===== src/hw/rtl/smsd_pkg.sv =====
// Shared types and constants for the sensor matrix scan debouncer.
// Depends on nothing; every other file of the block imports it.
`default_nettype none

package smsd_pkg;

  localparam int unsigned GroupCountDef = 8;
  localparam int unsigned Channels      = 16;
  localparam int unsigned ChanW         = $clog2(Channels);
  localparam int unsigned StreakW       = 8;

  localparam logic [Channels-1:0] FullMap     = '1;
  localparam logic [StreakW-1:0]  ThreshReset = 8'd3;
  localparam logic [StreakW-1:0]  StreakMax   = '1;

  typedef logic [Channels-1:0] map_t;

  // Result kinds as they appear on the output.
  typedef enum logic [1:0] {
    KindSummary = 2'd0,
    KindRemoved = 2'd1,
    KindAdded   = 2'd2,
    KindError   = 2'd3
  } kind_e;

  // What the last accepted item asks the sequencer to report.
  typedef enum logic [1:0] {
    EvtNone  = 2'd0,
    EvtFrame = 2'd1,
    EvtError = 2'd2
  } evt_e;

  typedef struct packed {
    logic [2:0] group_index;
    logic [7:0] port0_byte;
    logic [7:0] port1_byte;
    logic       read_failed;
  } in_item_t;

  typedef struct packed {
    kind_e              kind;
    map_t               raw_map;
    map_t               stable_map;
    logic [StreakW-1:0] streak_count;
    logic [ChanW-1:0]   run_first;
    logic [ChanW-1:0]   run_final;
    logic               last_of_run;
  } out_item_t;

  typedef struct packed {
    evt_e               evt;
    map_t               raw_map;
    map_t               stable_map;
    logic [StreakW-1:0] streak;
    map_t               removed;
    map_t               added;
  } frame_stat_t;

  typedef struct packed {
    logic start;
    map_t removed;
    map_t added;
  } walk_ctrl_t;

  typedef struct packed {
    logic             busy;
    logic             run_valid;
    kind_e            kind;
    logic [ChanW-1:0] run_first;
    logic [ChanW-1:0] run_final;
    logic             last;
  } walk_stat_t;

endpackage

`default_nettype wire


===== src/hw/rtl/smsd_frame.sv =====
// Frame accumulation and debounce state of the scan debouncer.
// Depends on smsd_pkg.
`default_nettype none

module smsd_frame #(
  parameter int unsigned GroupCount = smsd_pkg::GroupCountDef
) (
  input  logic                  clk_i,
  input  logic                  rst_ni,
  input  logic                  accept_i,
  input  smsd_pkg::in_item_t    item_i,
  input  logic [7:0]            threshold_i,
  output smsd_pkg::frame_stat_t stat_o
);
  import smsd_pkg::*;

  localparam logic [3:0] GroupLimit = 4'(GroupCount);
  localparam logic [2:0] LastGroup  = 3'(GroupCount - 1);

  map_t               acc_q, acc_d, prev_q, prev_d, stable_q, stable_d;
  map_t               raw_q, raw_d, removed_q, removed_d, added_q, added_d;
  logic [StreakW-1:0] count_q, count_d;
  evt_e               evt_q, evt_d;
  map_t               hit, acc_new;
  logic [2:0]         grp;

  assign grp = item_i.group_index;

  always_comb begin
    hit                  = '0;
    hit[{1'b0, grp}]     = ~item_i.port0_byte[grp];
    hit[{1'b1, grp}]     = ~item_i.port1_byte[grp];
    acc_new              = ((grp == 3'd0) ? '0 : acc_q) | hit;

    acc_d     = acc_q;
    prev_d    = prev_q;
    stable_d  = stable_q;
    count_d   = count_q;
    evt_d     = evt_q;
    raw_d     = raw_q;
    removed_d = removed_q;
    added_d   = added_q;

    if (accept_i) begin
      if (item_i.read_failed) begin
        acc_d = '0;
        evt_d = EvtError;
      end else if ({1'b0, grp} >= GroupLimit) begin
        evt_d = EvtNone;
      end else begin
        acc_d = acc_new;
        evt_d = EvtNone;
        if (grp == LastGroup) begin
          evt_d = EvtFrame;
          raw_d = acc_new;
          if (acc_new == prev_q) begin
            count_d = (count_q == StreakMax) ? count_q : count_q + 8'd1;
          end else begin
            prev_d  = acc_new;
            count_d = 8'd1;
          end
          // A threshold of zero is met just like one, since the streak is at least one here.
          stable_d  = (count_d >= threshold_i) ? acc_new : stable_q;
          removed_d = stable_q & ~stable_d;
          added_d   = stable_d & ~stable_q;
        end
      end
    end
  end

  always_ff @(posedge clk_i or negedge rst_ni) begin
    if (!rst_ni) begin
      acc_q    <= '0;
      prev_q   <= FullMap;
      stable_q <= FullMap;
      count_q  <= '0;
      evt_q    <= EvtNone;
    end else begin
      acc_q    <= acc_d;
      prev_q   <= prev_d;
      stable_q <= stable_d;
      count_q  <= count_d;
      evt_q    <= evt_d;
    end
  end

  always_ff @(posedge clk_i) begin
    raw_q     <= raw_d;
    removed_q <= removed_d;
    added_q   <= added_d;
  end

  assign stat_o.evt        = evt_q;
  assign stat_o.raw_map    = raw_q;
  assign stat_o.stable_map = stable_q;
  assign stat_o.streak     = count_q;
  assign stat_o.removed    = removed_q;
  assign stat_o.added      = added_q;

endmodule

`default_nettype wire


===== src/hw/rtl/smsd_run_walk.sv =====
// Run walker: shifts a change mask one channel per cycle and reports contiguous runs;
// a run end waiting for a stalled output holds the shift. Depends on smsd_pkg.
`default_nettype none

module smsd_run_walk (
  input  logic                 clk_i,
  input  logic                 rst_ni,
  input  smsd_pkg::walk_ctrl_t ctrl_i,
  input  logic                 out_free_i,
  output smsd_pkg::walk_stat_t stat_o
);
  import smsd_pkg::*;

  logic               busy_q, busy_d, open_q, open_d;
  kind_e              kind_q, kind_d;
  map_t               mask_q, mask_d, added_q, added_d;
  logic [ChanW:0]     ch_q, ch_d;
  logic [ChanW-1:0]   first_q, first_d;
  logic               bit_now, close, phase_end;

  // The mask is shifted as the walk goes, so bit 0 is always the current channel.
  assign bit_now   = mask_q[0];
  assign close     = busy_q && open_q && !bit_now;
  assign phase_end = busy_q && !open_q && (mask_q == '0);

  always_comb begin
    busy_d  = busy_q;
    open_d  = open_q;
    kind_d  = kind_q;
    mask_d  = mask_q;
    added_d = added_q;
    ch_d    = ch_q;
    first_d = first_q;

    if (ctrl_i.start) begin
      busy_d  = 1'b1;
      open_d  = 1'b0;
      kind_d  = KindRemoved;
      mask_d  = ctrl_i.removed;
      added_d = ctrl_i.added;
      ch_d    = '0;
    end else if (phase_end) begin
      if (kind_q == KindRemoved && added_q != '0) begin
        kind_d = KindAdded;
        mask_d = added_q;
        ch_d   = '0;
      end else begin
        busy_d = 1'b0;
      end
    end else if (busy_q && (!close || out_free_i)) begin
      mask_d = mask_q >> 1;
      ch_d   = ch_q + 1'b1;
      if (bit_now && !open_q) begin
        open_d  = 1'b1;
        first_d = ch_q[ChanW-1:0];
      end else if (close) begin
        open_d = 1'b0;
      end
    end
  end

  always_ff @(posedge clk_i or negedge rst_ni) begin
    if (!rst_ni) begin
      busy_q  <= 1'b0;
      open_q  <= 1'b0;
      kind_q  <= KindRemoved;
      mask_q  <= '0;
      added_q <= '0;
      ch_q    <= '0;
    end else begin
      busy_q  <= busy_d;
      open_q  <= open_d;
      kind_q  <= kind_d;
      mask_q  <= mask_d;
      added_q <= added_d;
      ch_q    <= ch_d;
    end
  end

  always_ff @(posedge clk_i) begin
    first_q <= first_d;
  end

  assign stat_o.busy      = busy_q;
  assign stat_o.run_valid = close;
  assign stat_o.kind      = kind_q;
  assign stat_o.run_first = first_q;
  assign stat_o.run_final = ChanW'(ch_q - 1'b1);
  assign stat_o.last      = (mask_q == '0) && (kind_q == KindAdded || added_q == '0);

endmodule

`default_nettype wire


===== src/hw/rtl/sensor_matrix_scan_debounce.sv =====
// Top level of the sensor matrix scan debouncer: sequencer and output register.
// Depends on smsd_pkg, smsd_frame and smsd_run_walk.
//
//   Port group     Direction  Handshake            Content
//   cfg_*          in         cfg_we_i             stable_threshold
//   in_*           in         in_valid_i/in_stall_o  one scan group read
//   out_*          out        out_valid_o/out_stall_i  summary, run or error item
//
// A group that does not complete a frame, and an ignored group, pass from idle
// through evaluation back to idle. A read error or a frame with an unchanged
// stable map also passes the head state, which waits out any output stall. A
// frame that changes the stable map adds the run walker: it steps through each
// nonempty mask up to its highest changed channel, closes its last run and moves
// on, passes over an empty mask, and then leaves the walk.
// Reset puts the debounce state at its documented values at once; there is no
// clearing pass. A stalled output holds the walker, and the next item is taken
// while the final result of the previous one still waits in the output register.
`default_nettype none

module sensor_matrix_scan_debounce #(
  parameter int unsigned GroupCount = smsd_pkg::GroupCountDef
) (
  input  logic                clk_i,
  input  logic                rst_ni,
  input  logic                cfg_we_i,
  input  logic [7:0]          cfg_wdata_i,
  input  logic                in_valid_i,
  output logic                in_stall_o,
  input  smsd_pkg::in_item_t  in_item_i,
  output logic                out_valid_o,
  input  logic                out_stall_i,
  output smsd_pkg::out_item_t out_item_o
);
  import smsd_pkg::*;

  // Sequencer states, one-hot.
  typedef enum logic [3:0] {
    StIdle = 4'b0001,
    StEval = 4'b0010,
    StHead = 4'b0100,
    StWalk = 4'b1000
  } state_e;

  state_e      state_q, state_d;
  logic [7:0]  thresh_q;
  logic        accept, out_free, load, changes;
  logic        out_valid_q, out_valid_d;
  out_item_t   out_q, out_d;
  frame_stat_t frame;
  walk_ctrl_t  walk_ctrl;
  walk_stat_t  walk;

  // Threshold register; user writes it only while the block is idle (unchecked).
  always_ff @(posedge clk_i or negedge rst_ni) begin
    if (!rst_ni) begin
      thresh_q <= ThreshReset;
    end else if (cfg_we_i) begin
      thresh_q <= cfg_wdata_i;
    end
  end

  // Items are taken only when the sequencer is idle.
  assign in_stall_o = (state_q != StIdle);
  assign accept     = in_valid_i && !in_stall_o;
  assign out_free   = !out_valid_q || !out_stall_i;
  assign changes    = (frame.removed | frame.added) != '0;

  smsd_frame #(
    .GroupCount (GroupCount)
  ) u_frame (
    .clk_i       (clk_i),
    .rst_ni      (rst_ni),
    .accept_i    (accept),
    .item_i      (in_item_i),
    .threshold_i (thresh_q),
    .stat_o      (frame)
  );

  // The walker starts when the summary leaves and the stable map changed.
  assign walk_ctrl.start   = (state_q == StHead) && out_free && (frame.evt == EvtFrame)
                             && changes;
  assign walk_ctrl.removed = frame.removed;
  assign walk_ctrl.added   = frame.added;

  smsd_run_walk u_walk (
    .clk_i      (clk_i),
    .rst_ni     (rst_ni),
    .ctrl_i     (walk_ctrl),
    .out_free_i (out_free),
    .stat_o     (walk)
  );

  always_comb begin
    state_d = state_q;
    load    = 1'b0;
    out_d   = out_q;

    case (state_q)
      StIdle: begin
        if (accept) begin
          state_d = StEval;
        end
      end
      StEval: begin
        // The frame unit has now settled what the accepted item reports.
        case (frame.evt)
          EvtFrame, EvtError: state_d = StHead;
          default:            state_d = StIdle;
        endcase
      end
      StHead: begin
        if (out_free) begin
          load               = 1'b1;
          out_d.stable_map   = frame.stable_map;
          out_d.streak_count = frame.streak;
          out_d.run_first    = '0;
          out_d.run_final    = '0;
          if (frame.evt == EvtError) begin
            out_d.kind        = KindError;
            out_d.raw_map     = '0;
            out_d.last_of_run = 1'b1;
            state_d           = StIdle;
          end else begin
            out_d.kind        = KindSummary;
            out_d.raw_map     = frame.raw_map;
            out_d.last_of_run = !changes;
            state_d           = changes ? StWalk : StIdle;
          end
        end
      end
      StWalk: begin
        if (walk.run_valid && out_free) begin
          load               = 1'b1;
          out_d.kind         = walk.kind;
          out_d.raw_map      = frame.raw_map;
          out_d.stable_map   = frame.stable_map;
          out_d.streak_count = frame.streak;
          out_d.run_first    = walk.run_first;
          out_d.run_final    = walk.run_final;
          out_d.last_of_run  = walk.last;
        end
        if (!walk.busy) begin
          state_d = StIdle;
        end
      end
      default: begin
        state_d = StIdle;
      end
    endcase
  end

  // A free output register either loads a new item or empties.
  assign out_valid_d = out_free ? load : out_valid_q;

  always_ff @(posedge clk_i or negedge rst_ni) begin
    if (!rst_ni) begin
      state_q     <= StIdle;
      out_valid_q <= 1'b0;
    end else begin
      state_q     <= state_d;
      out_valid_q <= out_valid_d;
    end
  end

  always_ff @(posedge clk_i) begin
    if (load) begin
      out_q <= out_d;
    end
  end

  assign out_valid_o = out_valid_q;
  assign out_item_o  = out_q;

endmodule

`default_nettype wire


===== config.mk =====
export PLATFORM = sky130hd
export DESIGN_NAME = sensor_matrix_scan_debounce
export DESIGN_NICKNAME = d
export VERILOG_FILES = /design/src/hw/rtl/smsd_pkg.sv /design/src/hw/rtl/smsd_frame.sv /design/src/hw/rtl/smsd_run_walk.sv /design/src/hw/rtl/sensor_matrix_scan_debounce.sv
export SDC_FILE = /design/constraint.sdc
export NUM_CORES = 1
export LEC_CHECK = 0
export ABC_AREA = 1
export ABC_CLOCK_PERIOD_IN_PS = 3600
export BUFFER_PORTS_ARGS = -buffer_cell sky130_fd_sc_hd__buf_4
export CAP_MARGIN = 10
export CORE_ASPECT_RATIO = 1.2
export CORE_MARGIN = 10
export CORE_UTILIZATION = 25
export DETAILED_ROUTE_END_ITERATION = 8
export GPL_TIMING_DRIVEN = 0
export HOLD_SLACK_MARGIN = 0.02
export MAX_ROUTING_LAYER = met4
export PLACE_DENSITY = 0.48
export SLEW_MARGIN = 10
export SYNTH_ARGS = -nofsm -noshare
export SYNTH_HDL_FRONTEND = slang
export SYNTH_SLANG_ARGS = --single-unit

===== constraint.sdc =====
create_clock -name clk_i -period 3.6 [get_ports clk_i]
set_input_delay 0.72 -clock clk_i [delete_from_list [all_inputs] [get_ports clk_i]]
set_output_delay 0.72 -clock clk_i [all_outputs]
set_load 0.05 [all_outputs]

==> metrics.md, run 1 <==
| Metric | Value |
|---|---|
| Status | complete, no violations |
| Setup Viol. Count Final | 0 |
| CTS H-tree depth | 1 |
| I/O pin count | 86 |
| Most frequent cells in the layout | 323 x nand2_1, 144 x inv_1, 103 x edfxtp_1, 93 x nor2_1, 92 x buf_4 |
| Final ANT Viol Nets | 0 |
| Syn Std Cell Area | 0.009965 mm^2 |
| Synth Register Bits | 214 |
| Iteration-0 DRC count of the detailed router | 402 |
| Diodes inserted | 0 |
| Die X | 202.3 um |
| Hold Path Class | input pin to asynchronous set/reset pin |
| Drt via density | 4.200 |
| Max-slew headroom | 0.3498 |
| Final wirelength | 26.65 mm |
| Row cnt | 80 |
| Overflow after GRT | 0 |
| Mean cell area of the mapped netlist | 8.881 um^2 |
| Worst-Margin Slew | 971.7 ps |
| Synth area leader | edfxtp_1 |
| Cell Pwr Density | 606.6 mW/mm^2 |
| Clk sinks | 214 |
| Worst path slowest cell | ha_1 |
| Synth top area cells | edfxtp_1 31%, dfrtp_1 19%, nand2_1 13%, dfstp_2 9.5%, inv_1 5.4% |
| Finished Core Util | 0.3196 |
| Initial antenna violation count | 0 |
| Area grow syn2layout | 26.82% |
| Vias | 7534 |
| # DRC | 0 |
| Combinational Power Share | 0.237 |
| Later-pin clock latency in the skew report | 530 ps |
| Setup Skew | 17.45 ps |
| Core Area | 0.03954 mm^2 |
| Port Buf Inserts | 85 |
| CTS tree | built |
| # Max-Cap Violations | 0 |
| First-pass GRT wire length | 42.36 mm |
| Final Power | 0.007665 W |
| Crit share post-route | 0.9570 |
| Gr usage total | 0.1116 |
| Worst Path Max Fanout | 10 |
| Fmax | 290.3 MHz |
| Hold Fails Final Rpt | 0 |
| Required time worst endpoint | 3870 ps |
| Setup WS pre-CTS | -1068 ps |
| Worst setup EP type | flip-flop |
| Crit path launch type | input pin |
| Peak supply drop | 0.3582 mV |
| Deepest clock path buffer count | 3 |
| Commonest non-fill, non-tap cell in the layout | nand2_1 |
| Starting Density | 0.2520 |
| Crit path time final | 3445 ps |
| Arrival @ worst endpoint | 3720 ps |
| DP Area | 0.01137 mm^2 |
| CP top delay family | simple AND/OR/NAND/NOR gates |
| Final Max Slew Viols | 0 |
| Synth top area share | 0.3104 |
| Root Buffer | clkbuf_16 |
| TritonCTS buffer count | 24 |
| Final HPWL DP | 19.87 mm |
| Synth Warn # | 0 |
| Die H | 238.7 um |
| Worst path most repeated cell | nand2_1 |
| WP buf/inv | 6 |
| Critical path type | input pin to flip-flop |
| Die area | 0.04828 mm^2 |
| Largest net degree at the start of global routing | 59 |
| Setup WS post-layout | 154.9 ps |
| CP peak stage delay | 250 ps |
| Hold Buf Count CTS | 0 |
| Routability cong. | 0.8268 |
| Hold slack | 145.1 ps |
| Flop pwr share | 0.404 |
| Post-Synthesis Cells | 1122 |
| Share of layout cells above drive strength 1 | 0.2062 |
| Ys async rst share | 0.5187 |
| Post-synth EDFFs | 103 |
| Syn Nets | 1168 |
| Per-cell routed wire length | 14.86 um |
| Primary FF master, synth | edfxtp_1 |
| Switching portion of total power | 0.3233 |
| Clock power share | 0.359 |
| Nets | 1289 |
| DRT Pass-1 Iters | 6 |
| Net switching power | 0.002478 W |
| Clock transition at path regs | 60 ps |
| Design area | 0.01264 mm^2 |
| Static Leak | 5.579 nW |
| Via count of the first global-routing pass | 7750 |
| Sequential area share after synthesis | 0.5937 |
| Int Pwr | 0.005187 W |
| Yosys cell types | 39 |
stage by stage:
step | instances | TNS, ps
floorplan | 1122 | 0
global placement | 1740 | -73440
global route | 1794 | -104.9
finish | 1794 | 0
detailed placement | 1743 | -51960
CTS | 1788 | 0
cells by family after synthesis:
kind of cell | Yosys count | synth area share
AOI/OAI and AO/OA | 121 | 0.06517
xor gates and xnor gates | 8 | 0.007032
adders and majority gates | 13 | 0.01632
buffers and inverters | 185 | 0.07295
DFF | 214 | 0.5937
muxes | 1 | 0.001130
and+or+nand+nor | 580 | 0.2437
worst register-to-register path, delay by kind of cell, from the launching register on:
kind,cells,cell delay (ps)
and+or+nand+nor,11,1050
buffers and inverters,6,700
adders and majority gates,2,450
DFF,1,430
xor gates and xnor gates,1,230
AOI/OAI and AO/OA,1,210
synth_stat cells, drive strengths merged (2+ instances only):
cell	number
edfxtp	103
a21oi	10
clkinv	3
dfrtp	75
nor2	108
nand3b	4
dfstp	36
ha	13
nand4	13
nand3	68
o21a	2
nor4	14
a31oi	15
xnor2	3
o22ai	3
clkbuf	25
o21ai	87
buf	8
inv	149
xor2	5
nand2	367
or2	2
nor3	4
metal layers:
metal,global-route usage,vias up,routed length (um)
met5,-,-,0
met4,0.03463,0,641
met3,0.01803,37,1014
met2,0.2030,123,14190
met1,0.1222,3494,10810
li1,-,3880,-
state kept, by name (all words and copies together) (netlist names), 2 cells and up:
signal	count
u_frame.stable_q	16
u_walk.ch_q	4
u_walk.mask_q	16
state_q	4
u_frame.prev_q	16
u_frame.evt_q	2
u_walk.added_q	16
thresh_q	8
u_walk.first_q	4
u_walk.kind_q	2
out_item_o	51
u_frame.acc_q	16
u_frame.raw_q	16
u_frame.count_q	8
u_frame.removed_q	16
u_frame.added_q	16
power by group through the flow:
stage | combinational [W] | sequential [W] | clock, W
finish | 0.00182 | 0.00310 | 0.00275
global route | 0.00204 | 0.00313 | 0.00293
CTS | 0.00168 | 0.00309 | 0.00284
detailed placement | 0.00165 | 0.00314 | 0
global placement | 0.00163 | 0.00314 | 0
floorplan | 0.00102 | 0.00319 | 0
final cells by class:
| class | count | area (um^2) |
|---|---|---|
| fill | 4150 | 26900 |
| timing repair buffer | 95 | 802.0 |
| clock buffer | 27 | 633.1 |
| tap | 533 | 666.9 |
| inverter | 152 | 573.1 |
| multi-input combinational | 724 | 3597 |
| buffer | 32 | 188.9 |
| sequential | 214 | 5916 |
| clock inverter | 17 | 260.3 |
final timing paths:
path,startpoint,to,slack [ps],cells past startpoint
worst min register to register,u_frame.added_q[14]$_DFFE_PP_,u_walk.added_q[14]$_DFFE_PN0P_,470,2
worst min-delay path,rst_ni,thresh_q[2]$_DFFE_PN0P_,150,1
min in group clk_i,cfg_wdata_i[5],thresh_q[5]$_DFFE_PN0P_,400,3
worst max-delay path,in_item_i[17],u_frame.added_q[9]$_DFFE_PP_,150,25
max in group asynchronous,rst_ni,u_walk.kind_q[0]$_DFFE_PN1P_,2700,2
worst max register to register,u_frame.count_q[0]$_DFFE_PN0P_,u_frame.added_q[9]$_DFFE_PP_,280,21
repair_timing:
item / CTS / global route
hold endpoints to repair: 0 / 0
setup buffers: 2 / 4
pin swaps: 1 / 18
cloned: 0 / 2
setup endpoints to repair: 103 / 48
resized for setup: 10 / 87
Note: power is estimated with default switching activity, not from simulation.
==> run 2: changes to the inputs <==
--- a/config.mk
+++ b/config.mk
@@ -11,12 +11,12 @@
 export CAP_MARGIN = 10
 export CORE_ASPECT_RATIO = 1.2
 export CORE_MARGIN = 10
-export CORE_UTILIZATION = 25
+export CORE_UTILIZATION = 54
 export DETAILED_ROUTE_END_ITERATION = 8
 export GPL_TIMING_DRIVEN = 0
 export HOLD_SLACK_MARGIN = 0.02
 export MAX_ROUTING_LAYER = met4
-export PLACE_DENSITY = 0.48
+export PLACE_DENSITY = 0.83
 export SLEW_MARGIN = 10
 export SYNTH_ARGS = -nofsm -noshare
 export SYNTH_HDL_FRONTEND = slang
==> run 2 against run 1 <==
Effect of this change: via count grew 4.7%; sequential share of layout area grew 3.2 points; critical path depth shrank 1; hold slack gained 230 ps; final cell count shrank 18%; largest cell class unchanged; critical path type unchanged.
==> metrics.md, run 2 (synthesis gave the netlist of run 1 again) <==
| Metric | Value |
|---|---|
| Status | complete, no violations |
| Area grow syn2layout | 18.62% |
| Cell Pwr Density | 594.2 mW/mm^2 (-2.0%) |
| Port Buf Inserts | 85 (unchanged) |
| Die H | 168.8 um (-29%) |
| Vias | 7888 (+4.7%) |
| Flop pwr share | 0.441 (+0.037) |
| Worst Path Max Fanout | 10 (unchanged) |
| Root Buffer | clkbuf_16 |
| Clk sinks | 214 (unchanged) |
| Via count of the first global-routing pass | 7792 (+0.54%) |
| CP peak stage delay | 250 ps (about the same) |
| I/O pin count | 86 (unchanged) |
| Top Metal Used | met4 |
| CP top delay family | simple AND/OR/NAND/NOR gates |
| Largest net degree at the start of global routing | 112 (+90%) |
| Drt via density | 5.333 (+27%) |
| Nets | 1287 (-0.16%) |
| Final Power | 0.007023 W (-8.4%) |
| Arrival @ worst endpoint | 3670 ps (-50 ps) |
| Required time worst endpoint | 3850 ps (-20 ps) |
| First-pass GRT wire length | 37.32 mm (-12%) |
| CTS H-tree depth | 1 (unchanged) |
| Fill cell count | 1410 (-66%) |
| Setup Skew | 8.051 ps (-9.395 ps) |
| WP buf/inv | 7 (+1) |
| Setup WS pre-CTS | -910.8 ps (+156.8 ps) |
| Met1 Wirelength | 8.822 mm (-18%) |
| Per-cell routed wire length | 15.66 um (+5.4%) |
| Static Leak | 5.410 nW (-3.0%) |
| RR Endpoint | u_frame.added_q[10]$_DFFE_PP_ |
| Overflow after GRT | 0 (unchanged) |
| Share of layout cells above drive strength 1 | 0.1833 (-0.02292) |
| RR Startpoint | u_frame.count_q[0]$_DFFE_PN0P_ |
| Clock power share | 0.308 (-0.051) |
| Hold Fails Final Rpt | 0 (unchanged) |
| Commonest non-fill, non-tap cell in the layout | nand2_1 |
| Final wirelength | 23.17 mm (-13%) |
| Met3 WL | 1.059 mm (+4.4%) |
| Routability cong. | 0.9490 (+15%) |
| Core Area | 0.01817 mm^2 (-54%) |
| Final Max Slew Viols | 0 (unchanged) |
| Crit share post-route | 0.9507 (-0.006274) |
| Final ANT Viol Nets | 0 (unchanged) |
| Worst reg2reg path depth | 19 (-9.5%) |
| DRT Pass-1 Iters | 8 (+2) |
| Setup Viol. Count Final | 0 (unchanged) |
| Peak supply drop | 0.3448 mV (-3.7%) |
| CTS tree | built |
| Switching portion of total power | 0.3248 (+0.001451) |
| Row cnt | 54 (-33%) |
| Combinational Power Share | 0.251 (+0.014) |
| Worst path most repeated cell | nand2_1 |
| Most frequent cells in the layout | 341 x nand2_1, 144 x inv_1, 103 x edfxtp_1, 98 x buf_4, 96 x nor2_1 |
| Cell depth of the worst setup path | 24 (-4.0%) |
| Worst-Margin Slew | 1010 ps (+38.50 ps) |
| Met2 routed WL | 12.30 mm (-13%) |
| Clock transition at path regs | 60 ps (about the same) |
| Int Pwr | 0.004742 W (-8.6%) |
| Critical path type | input pin to flip-flop |
| Setup WS post-layout | 177.5 ps (+22.59 ps) |
| Starting Density | 0.5483 (+0.2962) |
| Crit path launch type | input pin |
| Worst setup EP type | flip-flop |
| Gr usage total | 0.1934 (+0.08178) |
| Die area | 0.02431 mm^2 (-50%) |
| Net switching power | 0.002281 W (-8.0%) |
| Diodes inserted | 0 (unchanged) |
| TritonCTS buffer count | 21 (-13%) |
| Worst path slowest cell | ha_1 |
| Non-filler cells, final | 1479 (-18%) |
| Hold Path Class | input pin to asynchronous set/reset pin |
| Crit path capture | u_frame.added_q[10]$_DFFE_PP_ |
| Later-pin clock latency in the skew report | 490 ps (-40 ps) |
| # Max-Cap Violations | 0 (unchanged) |
| Die X | 144.0 um (-29%) |
| Max-slew headroom | 0.3265 (-0.02327) |
| Crit path time final | 3423 ps (-22.59 ps) |
| Worst setup startpoint | in_item_i[18] |
| Worst reg2reg setup slack | 240 ps (-40 ps) |
| Iteration-0 DRC count of the detailed router | 706 (+76%) |
| Fmax | 292.2 MHz (+0.66%) |
| Critical path cell sequence | buf_4 -> nor2_4 -> inv_2 -> nor2_2 -> inv_2 -> buf_6 -> nand2_1 -> nand2_2 -> nand2_1 -> nand2_1 -> nor2_1 -> nand2_1 -> nor2_4 -> nand2_4 -> nor2_2 -> ha_1 -> a21oi_1 -> o21ai_0 -> nand2_1 -> o2111ai_4 -> buf_8 -> buf_4 -> nand3_1 -> inv_1 |
| Max reg flops | 51 (unchanged) |
| # DRC | 0 (unchanged) |
| Initial antenna violation count | 0 (unchanged) |
| Final HPWL DP | 16.59 mm (-17%) |
| Placed Cells | 1432 (-18%) |
| Deepest clock path buffer count | 3 (unchanged) |
==> run 2: stage by stage <==
stage          setup TNS, ps  area [um^2]    util  hold WS [ps]
2_1_floorplan              0         9970       -         424.4
5_1_grt               -52.45        11820  0.6504         433.9
3_5_place_dp          -34340        10920  0.6006         458.7
6_report                   0        11820  0.6504         377.9
3_3_place_gp          -35730        10890  0.5991         452.9
4_1_cts                    0        11640  0.6404         417.8
==> run 2: worst min path at each step <==
stage,start,endpoint,slack [ps],cells after the start
finish,rst_ni,u_walk.mask_q[10]$_DFFE_PN0P_,380,1
global route,cfg_wdata_i[3],thresh_q[3]$_DFFE_PN0P_,430,3
CTS,rst_ni,u_walk.mask_q[4]$_DFFE_PN0P_,420,1
detailed placement,u_frame.added_q[14]$_DFFE_PP_,u_walk.added_q[14]$_DFFE_PN0P_,460,2
global placement,u_frame.added_q[0]$_DFFE_PP_,u_walk.added_q[0]$_DFFE_PN0P_,450,2
floorplan,rst_ni,out_valid_o$_DFFE_PN0N_,420,0
==> run 2: layer usage <==
metal | global-route usage | vias up
met2 | 0.3428 | 262
li1 | - | 3855
met3 | 0.02324 | 67
met5 | - | -
met4 | 0.09426 | 0
met1 | 0.2091 | 3704
==> run 2: power by group through the flow <==
| stage | clock network, W | registers [W] | logic [W] |
|---|---|---|---|
| 2_1_floorplan | 0 | 0.00319 | 0.00102 |
| 3_3_place_gp | 0 | 0.00312 | 0.00152 |
| 3_5_place_dp | 0 | 0.00313 | 0.00158 |
| 4_1_cts | 0.00219 | 0.00309 | 0.00161 |
| 5_1_grt | 0.00229 | 0.00312 | 0.00194 |
| 6_report | 0.00217 | 0.00310 | 0.00176 |
==> run 2: worst reg2reg max path: cells and delay by family (launching register included) <==
family                     cells  cell delay, ps
AOI/OAI and AO/OA              2             440
xor gates and xnor gates       1             280
adders and majority gates      2             440
buffers and inverters          6             710
DFF                            1             430
and+or+nand+nor                8             810
==> run 2: repair_timing <==
action | in CTS | in global routing
pin swaps | 0 | 6
gates cloned | 0 | 1
setup buffers | 2 | 8
gates resized for setup | 8 | 44
hold endpoints to repair | 0 | 0
hold buffers | 0 | 0
setup endpoints to repair | 48 | 105
==> run 2: area by class of cell <==
cell class / instances / area, um^2 / share of cell area
sequential: 214 / 5916 / 0.5005
multi-input combinational: 724 / 3446 / 0.2915
timing repair buffer: 96 / 737.0 / 0.06235
clock buffer: 26 / 574.3 / 0.04859
inverter: 152 / 570.5 / 0.04827
tap: 224 / 280.3 / 0.02371
buffer: 32 / 185.2 / 0.01567
clock inverter: 11 / 111.4 / 0.009421
